## config.mk

```make
export PLATFORM = sky130hd
export DESIGN_NAME = hard_stop_joint_calibrator_core
export DESIGN_NICKNAME = d
export VERILOG_FILES = /design/src/hw/rtl/hsjc_pkg.sv /design/src/hw/rtl/hsjc_cfg_regs.sv /design/src/hw/rtl/hsjc_engine.sv /design/src/hw/rtl/hard_stop_joint_calibrator_core.sv
export SDC_FILE = /design/constraint.sdc
export NUM_CORES = 1
export LEC_CHECK = 0
export BUFFER_PORTS_ARGS = -buffer_cell sky130_fd_sc_hd__buf_2
export CORE_UTILIZATION = 57
export DETAILED_ROUTE_END_ITERATION = 8
export GPL_ROUTABILITY_DRIVEN = 0
export PLACE_DENSITY = 0.75
export SLEW_MARGIN = 25
export SYNTH_ARGS = -nofsm -noshare
export SYNTH_HDL_FRONTEND = slang
export SYNTH_HIERARCHICAL = 1
export SYNTH_SLANG_ARGS = --single-unit
export TNS_END_PERCENT = 100
```

## constraint.sdc

```tcl
create_clock -name clk_i -period 5.3 [get_ports clk_i]
set_clock_uncertainty 0.05 [all_clocks]
set_input_delay 0.795 -clock clk_i [delete_from_list [all_inputs] [get_ports clk_i]]
set_output_delay 0.795 -clock clk_i [all_outputs]
set_load 0.005 [all_outputs]
```

## src/hw/rtl/hsjc_pkg.sv

```systemverilog
// ----------------------------------------------------------------------------
// Hard-stop joint calibrator package
// Shared types and constants: phases, register indexes, item and result
// records and the configuration record.
// ----------------------------------------------------------------------------
package hsjc_pkg;

  localparam int unsigned SpeedW   = 15;
  localparam int unsigned CurrentW = 16;
  localparam int unsigned TickW    = 16;
  localparam int unsigned CountW   = 3;
  localparam int unsigned PosW     = 32;
  localparam int unsigned DriveW   = 16;
  localparam int unsigned MotorW   = 2;
  localparam int unsigned CfgDataW = 16;

  localparam logic [SpeedW-1:0]   SpeedReset   = 15'd70;
  localparam logic [CurrentW-1:0] LimitReset   = 16'd400;
  localparam logic [TickW-1:0]    SettleReset  = 16'd50;
  localparam logic [CountW-1:0]   MotorsReset  = 3'd3;
  localparam logic [CountW-1:0]   FinishedMax  = 3'd7;
  localparam logic [TickW-1:0]    TickMax      = 16'hFFFF;

  typedef enum logic [2:0] {
    PhSeekHigh = 3'd0,
    PhBackOff  = 3'd1,
    PhSeekLow  = 3'd2,
    PhFoundLow = 3'd3,
    PhDone     = 3'd4
  } phase_e;

  typedef enum logic [1:0] {
    RegDriveSpeed   = 2'd0,
    RegCurrentLimit = 2'd1,
    RegSettleTicks  = 2'd2,
    RegNumMotors    = 2'd3
  } cfg_reg_e;

  typedef enum logic {
    CmdStart  = 1'b0,
    CmdSample = 1'b1
  } cmd_e;

  typedef struct packed {
    logic [SpeedW-1:0]   drive_speed;
    logic [CurrentW-1:0] current_limit;
    logic [TickW-1:0]    settle_ticks;
    logic [CountW-1:0]   num_motors;
  } cfg_t;

  typedef struct packed {
    logic                   cmd;
    logic [MotorW-1:0]      motor_index;
    logic [CurrentW-1:0]    motor_current;
    logic signed [PosW-1:0] encoder_position;
  } item_t;

  typedef struct packed {
    logic [MotorW-1:0]        out_motor;
    logic                     drive_write;
    logic signed [DriveW-1:0] drive_value;
    logic signed [PosW-1:0]   max_position;
    logic signed [PosW-1:0]   min_position;
    logic [2:0]               motor_phase;
    logic                     all_done;
  } result_t;

endpackage

```

## src/hw/rtl/hsjc_cfg_regs.sv

```systemverilog
// ----------------------------------------------------------------------------
// Hard-stop joint calibrator configuration registers
// Holds drive speed, current limit, settle ticks and motor count.
// ----------------------------------------------------------------------------
module hsjc_cfg_regs
  import hsjc_pkg::*;
(
  input  logic                clk_i,
  input  logic                rst_ni,
  input  logic                cfg_valid_i,
  input  logic [1:0]          cfg_index_i,
  input  logic [CfgDataW-1:0] cfg_data_i,
  output cfg_t                cfg_o
);

  cfg_t cfg_q;

  always_ff @(posedge clk_i or negedge rst_ni) begin
    if (!rst_ni) begin
      cfg_q.drive_speed   <= SpeedReset;
      cfg_q.current_limit <= LimitReset;
      cfg_q.settle_ticks  <= SettleReset;
      cfg_q.num_motors    <= MotorsReset;
    end else if (cfg_valid_i) begin
      unique case (cfg_reg_e'(cfg_index_i))
        RegDriveSpeed:   cfg_q.drive_speed   <= cfg_data_i[SpeedW-1:0];
        RegCurrentLimit: cfg_q.current_limit <= cfg_data_i[CurrentW-1:0];
        RegSettleTicks:  cfg_q.settle_ticks  <= cfg_data_i[TickW-1:0];
        RegNumMotors:    cfg_q.num_motors    <= cfg_data_i[CountW-1:0];
        default:         cfg_q <= cfg_q;
      endcase
    end
  end

  assign cfg_o = cfg_q;

endmodule

```

## src/hw/rtl/hsjc_engine.sv

```systemverilog
// ----------------------------------------------------------------------------
// Hard-stop joint calibrator engine
// Per-motor phase, tick counter and latched stops, with the combinational
// update that turns one item into one result.
// ----------------------------------------------------------------------------
module hsjc_engine
  import hsjc_pkg::*;
#(
  parameter int unsigned MOTORS = 4
) (
  input  logic    clk_i,
  input  logic    rst_ni,
  input  logic    fire_i,
  input  item_t   item_i,
  input  cfg_t    cfg_i,
  output result_t result_o
);

  localparam int unsigned IdxW = (MOTORS > 1) ? $clog2(MOTORS) : 1;

  phase_e                 phase_q [MOTORS];
  logic [TickW-1:0]       tick_q  [MOTORS];
  logic signed [PosW-1:0] upper_q [MOTORS];
  logic signed [PosW-1:0] lower_q [MOTORS];
  logic [CountW-1:0]      finished_q;

  logic [IdxW-1:0]        idx;
  logic                   in_range;
  phase_e                 phase_cur;
  logic [TickW-1:0]       tick_cur;
  logic                   settled;
  logic                   stop_seen;
  phase_e                 phase_d;
  logic [TickW-1:0]       tick_base;
  logic [TickW-1:0]       tick_d;
  logic signed [PosW-1:0] upper_d;
  logic signed [PosW-1:0] lower_d;
  logic [CountW-1:0]      finished_d;
  logic                   drive_write;
  logic [DriveW-1:0]      drive_value;
  logic [DriveW-1:0]      speed_ext;

  assign idx       = IdxW'(item_i.motor_index);
  assign in_range  = int'(item_i.motor_index) < int'(MOTORS);
  assign phase_cur = phase_q[idx];
  assign tick_cur  = tick_q[idx];
  assign settled   = tick_cur > cfg_i.settle_ticks;
  assign stop_seen = settled && (item_i.motor_current > cfg_i.current_limit);
  assign speed_ext = DriveW'(cfg_i.drive_speed);

  always_comb begin
    phase_d     = phase_cur;
    tick_base   = tick_cur;
    upper_d     = upper_q[idx];
    lower_d     = lower_q[idx];
    finished_d  = finished_q;
    drive_write = 1'b0;
    drive_value = '0;
    if (item_i.cmd == CmdStart) begin
      phase_d     = PhSeekHigh;
      tick_base   = '0;
      drive_write = 1'b1;
      drive_value = speed_ext;
    end else if (stop_seen) begin
      drive_write = 1'b1;
      if (phase_cur == PhSeekHigh) begin
        upper_d   = item_i.encoder_position;
        phase_d   = PhBackOff;
        tick_base = '0;
      end else if (phase_cur == PhSeekLow) begin
        lower_d = item_i.encoder_position;
        phase_d = PhFoundLow;
      end
    end else if (phase_cur == PhBackOff && settled) begin
      drive_write = 1'b1;
      drive_value = DriveW'(16'd0 - speed_ext);
      phase_d     = PhSeekLow;
      tick_base   = '0;
    end else if (phase_cur == PhFoundLow) begin
      if (finished_q != FinishedMax) begin
        finished_d = finished_q + CountW'(1);
      end
      phase_d = PhDone;
    end
    // Sample items advance the counter after the phase update; starts do not.
    if (item_i.cmd == CmdSample && tick_base != TickMax) begin
      tick_d = tick_base + TickW'(1);
    end else begin
      tick_d = tick_base;
    end
  end

  always_ff @(posedge clk_i or negedge rst_ni) begin
    if (!rst_ni) begin
      for (int i = 0; i < int'(MOTORS); i++) begin
        phase_q[i] <= PhSeekHigh;
        tick_q[i]  <= '0;
        upper_q[i] <= '0;
        lower_q[i] <= '0;
      end
      finished_q <= '0;
    end else if (fire_i && in_range) begin
      phase_q[idx] <= phase_d;
      tick_q[idx]  <= tick_d;
      upper_q[idx] <= upper_d;
      lower_q[idx] <= lower_d;
      finished_q   <= finished_d;
    end
  end

  always_comb begin
    result_o.out_motor = item_i.motor_index;
    if (in_range) begin
      result_o.drive_write  = drive_write;
      result_o.drive_value  = drive_value;
      result_o.max_position = upper_d;
      result_o.min_position = lower_d;
      result_o.motor_phase  = phase_d;
      result_o.all_done     = finished_d == cfg_i.num_motors;
    end else begin
      result_o.drive_write  = 1'b0;
      result_o.drive_value  = '0;
      result_o.max_position = '0;
      result_o.min_position = '0;
      result_o.motor_phase  = '0;
      result_o.all_done     = finished_q == cfg_i.num_motors;
    end
  end

endmodule

```

## src/hw/rtl/hard_stop_joint_calibrator_core.sv

```systemverilog
// ----------------------------------------------------------------------------
// Hard-stop joint calibrator core
// Stream wrapper: input register, calibration engine, result register.
// ----------------------------------------------------------------------------
// Accepts one beat per clock while the output is not stalled and returns one
// result beat per input beat, through the input and result registers. The
// rate is set by the per-motor state, read, updated and written back as each
// beat leaves the input register; one motor's items may follow without gaps.
// Start beats (tuser 0) arm a motor and command +drive_speed; sample beats
// (tuser 1) carry current and encoder and walk the motor through seek high,
// back off, seek low, found low and done. Configuration writes are taken at
// any time but should only be issued while no beat is in flight.
module hard_stop_joint_calibrator_core
  import hsjc_pkg::*;
#(
  parameter int unsigned MOTORS = 4
) (
  input  logic                clk_i,
  input  logic                rst_ni,
  // Fields from bit 0: motor_index[1:0], motor_current[17:2],
  // encoder_position[49:18], zero fill.
  input  logic [55:0]         s_axis_tdata,
  // Fields from bit 0: cmd.
  input  logic [0:0]          s_axis_tuser,
  input  logic                s_axis_tvalid,
  output logic                s_axis_tready,
  // Fields from bit 0: out_motor[1:0], drive_write[2], drive_value[18:3],
  // max_position[50:19], min_position[82:51], motor_phase[85:83],
  // all_done[86], zero fill.
  output logic [87:0]         m_axis_tdata,
  output logic                m_axis_tvalid,
  input  logic                m_axis_tready,
  input  logic                cfg_valid_i,
  output logic                cfg_ready_o,
  input  logic [1:0]          cfg_index_i,
  input  logic [CfgDataW-1:0] cfg_data_i
);

  cfg_t    cfg;
  item_t   item_q;
  logic    in_valid_q;
  result_t result;
  result_t result_q;
  logic    out_valid_q;
  logic    advance;
  logic    in_fire;

  assign cfg_ready_o = 1'b1;

  hsjc_cfg_regs u_cfg (
    .clk_i      (clk_i),
    .rst_ni     (rst_ni),
    .cfg_valid_i(cfg_valid_i),
    .cfg_index_i(cfg_index_i),
    .cfg_data_i (cfg_data_i),
    .cfg_o      (cfg)
  );

  // The result register moves whenever it is empty or being drained.
  assign advance       = !out_valid_q || m_axis_tready;
  assign s_axis_tready = !in_valid_q || advance;
  assign in_fire       = s_axis_tvalid && s_axis_tready;

  always_ff @(posedge clk_i or negedge rst_ni) begin
    if (!rst_ni) begin
      in_valid_q <= 1'b0;
    end else if (s_axis_tready) begin
      in_valid_q <= s_axis_tvalid;
    end
  end

  always_ff @(posedge clk_i) begin
    if (in_fire) begin
      item_q.cmd              <= s_axis_tuser[0];
      item_q.motor_index      <= s_axis_tdata[1:0];
      item_q.motor_current    <= s_axis_tdata[17:2];
      item_q.encoder_position <= s_axis_tdata[49:18];
    end
  end

  hsjc_engine #(
    .MOTORS(MOTORS)
  ) u_engine (
    .clk_i   (clk_i),
    .rst_ni  (rst_ni),
    .fire_i  (advance && in_valid_q),
    .item_i  (item_q),
    .cfg_i   (cfg),
    .result_o(result)
  );

  always_ff @(posedge clk_i or negedge rst_ni) begin
    if (!rst_ni) begin
      out_valid_q <= 1'b0;
    end else if (advance) begin
      out_valid_q <= in_valid_q;
    end
  end

  always_ff @(posedge clk_i) begin
    if (advance && in_valid_q) begin
      result_q <= result;
    end
  end

  assign m_axis_tvalid        = out_valid_q;
  assign m_axis_tdata[1:0]    = result_q.out_motor;
  assign m_axis_tdata[2]      = result_q.drive_write;
  assign m_axis_tdata[18:3]   = result_q.drive_value;
  assign m_axis_tdata[50:19]  = result_q.max_position;
  assign m_axis_tdata[82:51]  = result_q.min_position;
  assign m_axis_tdata[85:83]  = result_q.motor_phase;
  assign m_axis_tdata[86]     = result_q.all_done;
  assign m_axis_tdata[87]     = 1'b0;

endmodule

```

; Word-level counts from Yosys, hierarchy flattened
; Cells that the tools add are included.
[totals]
register_bits = 525
inputBits = 80
output_inout_bits = 91
word_cells = 121
[op_classes]
addsub = 3
magnitude_cmp = 4
eq_ne = 9
mux = 49
bitwise = 3
reduce_logical = 18
[ops]
columns = operator, count
row1 = $mux 32, 12
row2 = $bwmux 128, 2
row3 = $bmux 32 s2, 2
row4 = $mux 16, 8
row5 = $bwmux 64, 1
row6 = $demux 32 s2, 1
row7 = $mux 15, 3
row8 = $mux 3, 14
row9 = $bmux 16 s2, 1
row10 = $demux 16 s2, 1
row11 = $gt 16x16->1, 2
row12 = $add 16x1->16 const B, 1
row13 = $ne 16x16->1 const B, 1
row14 = $sub 1x15->16 const A, 1
row15 = $bwmux 12, 1
row16 = $reduce_and 2->1, 4
row17 = $bmux 3 s2, 1
row18 = $demux 3 s2, 1
row19 = $eq 3x2->1 const B, 2
row20 = $logic_and 1x1->1, 6
row21 = $eq 2x2->1 const B, 2
row22 = $add 3x1->3 const B, 1
row23 = $eq 3x1->1 const B, 1
row24 = $eq 3x3->1, 1
row25 = 13 further kinds, 16

; Logic depth before layout (Yosys ltp)
; Gate-level depths: netlist of run 1.
[depth]
word_depth = 13
ltp_mapped = 23
ltp_nobuf = 18

; Hierarchy
; Netlist of run 1, hierarchy kept.
[modules_own_cells]
columns = module, n_inst, cells_each, area_each_um2, seq_area_each_um2
row1 = hsjc_engine, 1, 1617, 17172.7, 8383.0
row2 = hard_stop_joint_calibrator_core, 1, 150, 4270.3, 4194.0
row3 = hsjc_cfg_regs, 1, 107, 1903.1, 1265.0

; Worst setup path after synthesis of run 1
; No wires, ideal clock.
[synth_path]
path_type = register to register
startpoint = register item_q[48] (netlist name)
endpoint = register u_engine/tick_q[17] (netlist name)
setup_time_ps = 136
arrival_time_ps = 4706
t_required_ps = 5114
path_slack_ps = 408
stages_incl_launch_ff = 21
n_path_buf = 4
period_less_slack_ps = 4892
path_cell_list = edfxtp_1 buf_6 buf_6 mux4_1 ha_1 nand4_1 nor4_2 a21boi_2 o31a_4 or3b_2 o21a_1 buf_2 and2_1 ha_1 and2_1 nand3_1 or3_1 clkbuf_1 o21bai_1 mux2i_1 o31ai_1
[synth_between]
elab_chain_len = 13
word_cells_on_any_way = 26
cone_classes = add/sub (1) / order compare (3) / eq/ne (2) / mux (14) / bitwise (1) / reduce/logical (5)
[synth_lines]
columns = item, line
row1 = from (decl), hard_stop_joint_calibrator_core.sv:40  ; item_t item_q;
row2 = $not 2->3 (implied by the code) (*), "hsjc_engine.sv:45, hsjc_engine.sv:46, hsjc_engine.sv:104"
row3 = branches (longest 11 deep; another with $gt 16x16->1), --
row4 = $bwmux 64 (*), hsjc_engine.sv:104  ; tick_q[idx] <= tick_d;
row5 = "to (signal, indexed assignment)", hsjc_engine.sv:104
row6 = to (decl), hsjc_engine.sv:22  ; logic [TickW-1:0] tick_q [MOTORS];
; Every way passes the cells marked *. The select of a mux whose other input is x is not followed.
; A chain may end at the register's enable or synchronous reset.

; Final worst setup path of run 1
[layout_path]
startpoint = register item_q[48] (netlist name)
endpoint = register u_engine/tick_q[15] (netlist name)
; Same word-level chain as after synthesis.

==> results of run 1 <==
-- critical path, delay by kind of cell, from the launching register on --
family / cells / cell delay [ns]
simple gates: 9 / 2.07
compound gates: 4 / 0.72
mux: 1 / 0.65
fa+ha+maj: 2 / 0.56
flops: 1 / 0.39
xor+xnor: 1 / 0.27
buf+inv: 1 / 0.19
-- power groups by stage --
stage	Clock [mW]	Combinational [mW]	Sequential, mW
global placement	0	0.727	4.60
detailed placement	0	0.757	4.61
global route	3.98	0.851	4.56
finish	3.75	0.762	4.54
CTS	3.82	0.764	4.54
floorplan	0	0.478	4.59
-- cell type report --
| cell class | instances | area, sq um | area share |
|---|---|---|---|
| flip-flops and latches | 525 | 13800 | 0.526 |
| multi-input cells | 1130 | 8540 | 0.324 |
| clock buffers | 83 | 1560 | 0.0593 |
| repair buffers | 197 | 1140 | 0.0432 |
| well taps | 525 | 657 | 0.0250 |
| inverters | 105 | 394 | 0.0150 |
| clock inverters | 17 | 193 | 0.00732 |
-- cells in the mapped netlist (5+ instances only) --
cell type / instances / area share
nand4_1: 11 / 0.0029
dfrtp_1: 376 / 0.40
mux2i_4: 30 / 0.029
nand2_1: 358 / 0.058
xnor2_1: 7 / 0.0026
mux2i_1: 8 / 0.0034
o21ai_0: 314 / 0.067
nor2_1: 14 / 0.0023
mux2_2: 52 / 0.025
clkbuf_1: 78 / 0.013
xor2_1: 8 / 0.0030
or3_1: 9 / 0.0024
a21oi_1: 18 / 0.0039
mux4_1: 8 / 0.0090
ha_1: 35 / 0.019
nor3_1: 6 / 0.0013
nand2b_1: 6 / 0.0016
inv_1: 104 / 0.017
and3_1: 8 / 0.0021
buf_2: 7 / 0.0015
o21ai_1: 40 / 0.0086
clkbuf_8: 5 / 0.0029
mux4_2: 71 / 0.068
nand3_1: 19 / 0.0041
edfxtp_1: 138 / 0.18
o31ai_1: 6 / 0.0019
dfstp_2: 11 / 0.012
buf_6: 7 / 0.0034
mux2i_2: 30 / 0.018
buf_4: 8 / 0.0026
-- routing by layer --
layer,vias to the layer above,wire length (microns),global-route usage
met1,7430,21400,0.337
met5,-,0,0
met4,0,1270,0.0765
li1,6863,-,-
met2,368,23500,0.392
met3,88,2250,0.0376
-- worst max path at each step --
| stage | start | endpoint | slack, ns | cells past startpoint |
|---|---|---|---|---|
| global placement | item_q[49]$_DFFE_PP_ | u_engine/tick_q[33]$_DFFE_PN0P_ | 0.32 | 16 |
| detailed placement | item_q[49]$_DFFE_PP_ | u_engine/tick_q[1]$_DFFE_PN0P_ | 0.17 | 16 |
| floorplan | item_q[48]$_DFFE_PP_ | u_engine/tick_q[17]$_DFFE_PN0P_ | 0.41 | 20 |
| global route | item_q[48]$_DFFE_PP_ | u_engine/tick_q[33]$_DFFE_PN0P_ | 0.005 | 18 |
| finish | item_q[48]$_DFFE_PP_ | u_engine/tick_q[15]$_DFFE_PN0P_ | 0.26 | 18 |
| CTS | item_q[49]$_DFFE_PP_ | u_engine/tick_q[1]$_DFFE_PN0P_ | 0.11 | 16 |
-- cells in the final DEF (no fill, tap or decap), types with 9 or more instances in the layout --
| cell type | n |
|---|---|
| nor2_1 | 14 |
| mux2i_2 | 31 |
| mux4_2 | 71 |
| o21ai_0 | 314 |
| mux2i_4 | 30 |
| edfxtp_1 | 138 |
| a21oi_1 | 18 |
| dfstp_2 | 11 |
| clkbuf_1 | 20 |
| buf_4 | 30 |
| buf_2 | 161 |
| o21ai_1 | 40 |
| inv_1 | 104 |
| clkbuf_16 | 55 |
| nand2_1 | 358 |
| nand4_1 | 11 |
| clkinv_2 | 9 |
| nand3_1 | 18 |
| mux2_2 | 52 |
| ha_1 | 35 |
| dfrtp_1 | 376 |
-- kinds of logic after synthesis --
kind of cell,count (synthesis),share of synthesized area
AOI/OAI and AO/OA,406,0.0925
xor gates and xnor gates,15,0.00563
adders and majority gates,35,0.0188
buffers and inverters,219,0.0439
DFF,525,0.593
muxes,203,0.157
other,2,0.000322
and+or+nand+nor,469,0.0890
-- flip-flops by register name, indices dropped and copies added, names as in the netlist --
| name | count |
|---|---|
| in_valid_q | 1 |
| item_q | 51 |
| m_axis_tdata | 87 |
| m_axis_tvalid | 1 |
| u_cfg/cfg_o | 50 |
| u_engine/finished_q | 3 |
| u_engine/lower_q | 128 |
| u_engine/phase_q | 12 |
| u_engine/tick_q | 64 |
| u_engine/upper_q | 128 |
-- timing repair --
item	4_1_cts	5_1_grt
endpoints found under the hold margin	0	0
hold buffers	0	0
endpoints found under the setup margin	0	23
setup buffers	0	2
resized for setup	0	7
==> flow_metrics.tcl, run 1 <==
set metrics [dict create \
    layout_setup_ws_ns 0.263 \
    diodes 0 \
    p_leak_nw 11.8 \
    drt-total-wl_microns 48400 \
    ys_seq_elements 525 \
    die_h_microns 204 \
    root_buffer "clkbuf_16" \
    routedWlPerCell_microns 18.8 \
    num_vias 14749 \
    grt_max_degree 119 \
    post-place-ws_ns 0.169 \
    synth_edf_count 138 \
    critPathCaptureType "register" \
    syn_area_per_cell_sq_um 12.5 \
    num_rows 73 \
    cts.sinks 525 \
    p_sw_mw 2.12 \
    design_area_sq_um 26300 \
    r2r_start "item_q[48]$_DFFE_PP_" \
    critPathKind "reg2reg" \
    antenna_found_initial 0 \
    synthCells 1874 \
    htreeDepth 2 \
    run_status "finished, final reports clean" \
    placed_area_sq_um 24500 \
    fin_crit_sh 0.950 \
    worstMarginPinSlew_ns 1.00 \
    synth_cell_types 78 \
    ios 171 \
    fmax_ghz 0.199 \
    crit_required_ns 5.70 \
    setup_viol 0 \
    power_mw 9.05 \
    cp_slowest_cell "mux4_1" \
    path_cells "buf_4 > mux4_1 > ha_1 > nand4_1 > nor4_4 > a21boi_2 > o31a_4 > or3b_2 > o21a_1 > and2_1 > ha_1 > and2_1 > nand2_1 > nor3_1 > and4bb_2 > nand3_1 > xor2_1 > o21ai_0" \
    cts_tree "yes" \
    netlist_area_sq_um 23300 \
    clock_path_buffers 3 \
    drtIter0Drc 1006 \
    insertion_delay_ns 0.59 \
    gr-total-overflow 0 \
    core_sq_um 40100 \
    pwr-share-clk 0.414 \
    numCtsBuffers 53 \
    vdd_drop_max_mv 0.234 \
    start_util 0.582 \
    dp_cells 2480 \
    slew_headroom 0.331 \
    cp-start-kind "register" \
    holdWs_ns 0.224 \
    seqPwrFrac 0.502 \
    die_w_microns 204 \
    hpwl_microns 29700 \
    drc 0 \
    critical_path_arrival_ns 5.44 \
    nets 2127 \
    grt_pass1_vias 15076 \
    cts.clk_slew.worst_paths_ns 0.06 \
    grt_pass1_wl_microns 79000 \
    grt_use_total 0.242 \
    cpPeakStageDelay_ns 0.65 \
    final_util 0.656 \
    syn_to_final_growth_pct 12.7 \
    dieArea_sq_um 41800 \
    fillers 2883 \
    worst_r2r_path_depth 18 \
    finalHoldViolCount 0 \
    r2r_slack_ns 0.26 \
    pwr-share-comb 0.084 \
    swShare 0.234 \
    stdcell_count 2582 \
    rsz0062_at_grt "false" \
    drive_gt1_frac 0.245 \
    synth-main-ff-cell "dfrtp_1" \
    slew_viol_final 0 \
    min_path_type "in2async" \
    detail-route-antenna-nets 0 \
    port_buffers 162 \
    async_reset_ff_frac 0.737 \
    yosys_warnings 6 \
    cp_max_fo 6 \
    setup-tns-final_ns 0 \
    power_density_nw_per_um2 344 \
    syn-num-nets 1989 \
    synth-seq-area-share 0.593 \
    drt_pass1_iterations 5 \
    via_per_inst 5.71 \
    intPower_mw 6.93 \
    rr_endpoint "u_engine/tick_q[15]$_DFFE_PN0P_" \
    final.min_clock_period_ns 5.04 \
    maxCapViolations 0 \
]
Note: power is estimated with default switching activity, not from simulation.
==> inputs of run 2 (changes only) <==
--- a/config.mk
+++ b/config.mk
@@ -6,6 +6,7 @@
 export NUM_CORES = 1
 export LEC_CHECK = 0
 export BUFFER_PORTS_ARGS = -buffer_cell sky130_fd_sc_hd__buf_2
+export CORE_MARGIN = 4
 export CORE_UTILIZATION = 57
 export DETAILED_ROUTE_END_ITERATION = 8
 export GPL_ROUTABILITY_DRIVEN = 0
==> constraint.sdc (replaced) <==
create_clock -name clk_i -period 6.1 [get_ports clk_i]
set_clock_uncertainty 0.05 [all_clocks]
set_input_delay 0.915 -clock clk_i [delete_from_list [all_inputs] [get_ports clk_i]]
set_output_delay 0.915 -clock clk_i [all_outputs]
set_load 0.005 [all_outputs]
==> run 2 against run 1 <==
Setup slack better by 0.39 ns. Register-to-register slack better by 0.39 ns. Critical path type unchanged. Sequential power fell by 13%. Core utilization grew 0.056 points. Critical endpoint is now u_engine/tick_q[33]$_DFFE_PN0P_.
==> flow_metrics.tcl, run 2 (synthesis gave the netlist of run 1 again) <==
set metrics [dict create \
    run_status "finished, final reports clean" \
    port_buffers 162 \
    drc 0 \
    fillers 2911 \
    maxCapViolations 0 \
    fmax_ghz 0.184 \
    start_util 0.582 \
    drt-total-wl_microns 49500 \
    num_rows 73 \
    antenna_found_initial 1 \
    seqPwrFrac 0.487 \
    cts.sinks 525 \
    cts_setup_buffers 0 \
    critPathCaptureType "register" \
    intPower_mw 6.22 \
    drive_gt1_frac 0.241 \
    setup-tns-final_ns 0 \
    critPathTopFamily "simple AND/OR/NAND/NOR gates" \
    swShare 0.232 \
    pwr-share-comb 0.081 \
    power_density_nw_per_um2 308 \
    via_per_inst 5.70 \
    design_area_sq_um 26300 \
    dieArea_sq_um 44300 \
    clock_path_buffers 3 \
    worst-path-buf-inv 1 \
    cts_resized 0 \
    gr-total-overflow 0 \
    cts.clk_slew.worst_paths_ns 0.06 \
    placed_area_sq_um 24400 \
    hpwl_microns 29700 \
    grt_pass1_wl_microns 81800 \
    setup_viol 0 \
    p_sw_mw 1.88 \
    rsz0062_at_grt "false" \
    worstMarginPinSlew_ns 0.982 \
    htreeDepth 2 \
    syn_to_final_growth_pct 12.8 \
    core_sq_um 40100 \
    grt_pass1_vias 15276 \
    slew_headroom 0.345 \
    finalHoldViolCount 0 \
    cp_max_fo 27 \
    fin_crit_sh 0.892 \
    diodes 0 \
    vdd_drop_max_mv 0.190 \
    ctsHoldBuffers 0 \
    root_buffer "clkbuf_16" \
    routedWlPerCell_microns 19.3 \
    grt_max_degree 146 \
    layout_commonest_cell "dfrtp_1" \
    worst_r2r_path_depth 17 \
    cp_slowest_cell "edfxtp_1" \
    min_path_type "in2async" \
    grt_use_total 0.227 \
    drt_pass1_iterations 5 \
    rr_endpoint "u_engine/tick_q[33]$_DFFE_PN0P_" \
    crit_required_ns 6.47 \
    drtIter0Drc 1190 \
    die_h_microns 210 \
    path_cells "buf_4 > mux4_2 > ha_1 > nor2b_1 > o21ai_0 > a21boi_2 > o31a_4 > or3b_2 > o21a_1 > and2_1 > ha_1 > and2_1 > nand3_1 > or3_1 > o21bai_1 > mux2i_1 > o31ai_1" \
    insertion_delay_ns 0.59 \
    p_leak_nw 11.8 \
    critical_path_arrival_ns 5.81 \
    ios 171 \
    pwr-share-clk 0.432 \
    num_vias 14634 \
    cts_tree "yes" \
    r2r_slack_ns 0.66 \
    critPathKind "reg2reg" \
    numCtsBuffers 54 \
    final.min_clock_period_ns 5.44 \
    final_cell_mix "dfrtp_1, nand2_1, o21ai_0" \
    die_w_microns 210 \
    nets 2112 \
    detail-route-antenna-nets 0 \
    cp-start-kind "register" \
    slew_viol_final 0 \
    r2r_start "item_q[49]$_DFFE_PP_" \
    crit_cells 17 \
    cpPeakStageDelay_ns 0.82 \
]
[run 2: cell types whose count changed in the layout (fill, tap and decap cells not counted), moves of 5 or more]
| cell | previous run | this run |
|---|---|---|
| clkbuf_8 | 8 | 3 |
| bufinv_16 | 4 | 10 |
| clkinv_2 | 9 | 15 |
| buf_4 | 30 | 12 |
| clkbuf_1 | 20 | 4 |
| clkinv_1 | 2 | 8 |
[run 2: cell type report]
cell class | instances | area, sq um | area share
sequential | 525 | 13800 | 0.525
multi-input combinational | 1130 | 8500 | 0.323
clock buffer | 63 | 1460 | 0.0553
timing repair buffer | 181 | 1040 | 0.0396
tap | 525 | 657 | 0.0249
clock inverter | 38 | 449 | 0.0171
inverter | 105 | 394 | 0.0150
[run 2: power by group through the flow]
stage	combinational (mW)	clock, mW	sequential [mW]
2_1_floorplan	0.415	0	3.99
3_3_place_gp	0.634	0	4.00
3_5_place_dp	0.659	0	4.01
4_1_cts	0.663	3.58	3.95
5_1_grt	0.736	3.73	3.97
6_report	0.653	3.51	3.95
[run 2: stage by stage]
step                      total power [mW]   util  cells  hold slack, ns  worst slack [ns]
after detailed placement              4.67  0.609   2466           0.414             0.716
after floorplan                       4.40      -   1874           0.392              1.21
final                                 8.10  0.657   2567           0.295             0.657
after global routing                  8.43  0.657   2567           0.344             0.313
after CTS                             8.19  0.657   2567           0.332             0.668
after global placement                4.64  0.609   2466           0.403             0.883
[run 2: how the worst max path moves through the flow]
stage,from,to,slack (ns)
finish,item_q[49]$_DFFE_PP_,u_engine/tick_q[33]$_DFFE_PN0P_,0.66
global route,item_q[49]$_DFFE_PP_,u_engine/tick_q[33]$_DFFE_PN0P_,0.31
CTS,item_q[49]$_DFFE_PP_,u_engine/tick_q[33]$_DFFE_PN0P_,0.67
detailed placement,item_q[49]$_DFFE_PP_,u_engine/tick_q[17]$_DFFE_PN0P_,0.72
global placement,item_q[48]$_DFFE_PP_,u_engine/tick_q[17]$_DFFE_PN0P_,0.88
floorplan,item_q[48]$_DFFE_PP_,u_engine/tick_q[17]$_DFFE_PN0P_,1.21
[run 2: per-layer routing]
| metal | global-route usage | vias to the layer above | routed length [microns] | share of wire |
|---|---|---|---|---|
| met5 | 0 | - | 0 | 0 |
| met4 | 0.0541 | 0 | 801 | 0.016 |
| met3 | 0.0348 | 62 | 2350 | 0.047 |
| met2 | 0.372 | 327 | 24400 | 0.49 |
| met1 | 0.328 | 7383 | 22000 | 0.44 |
| li1 | - | 6862 | - | - |
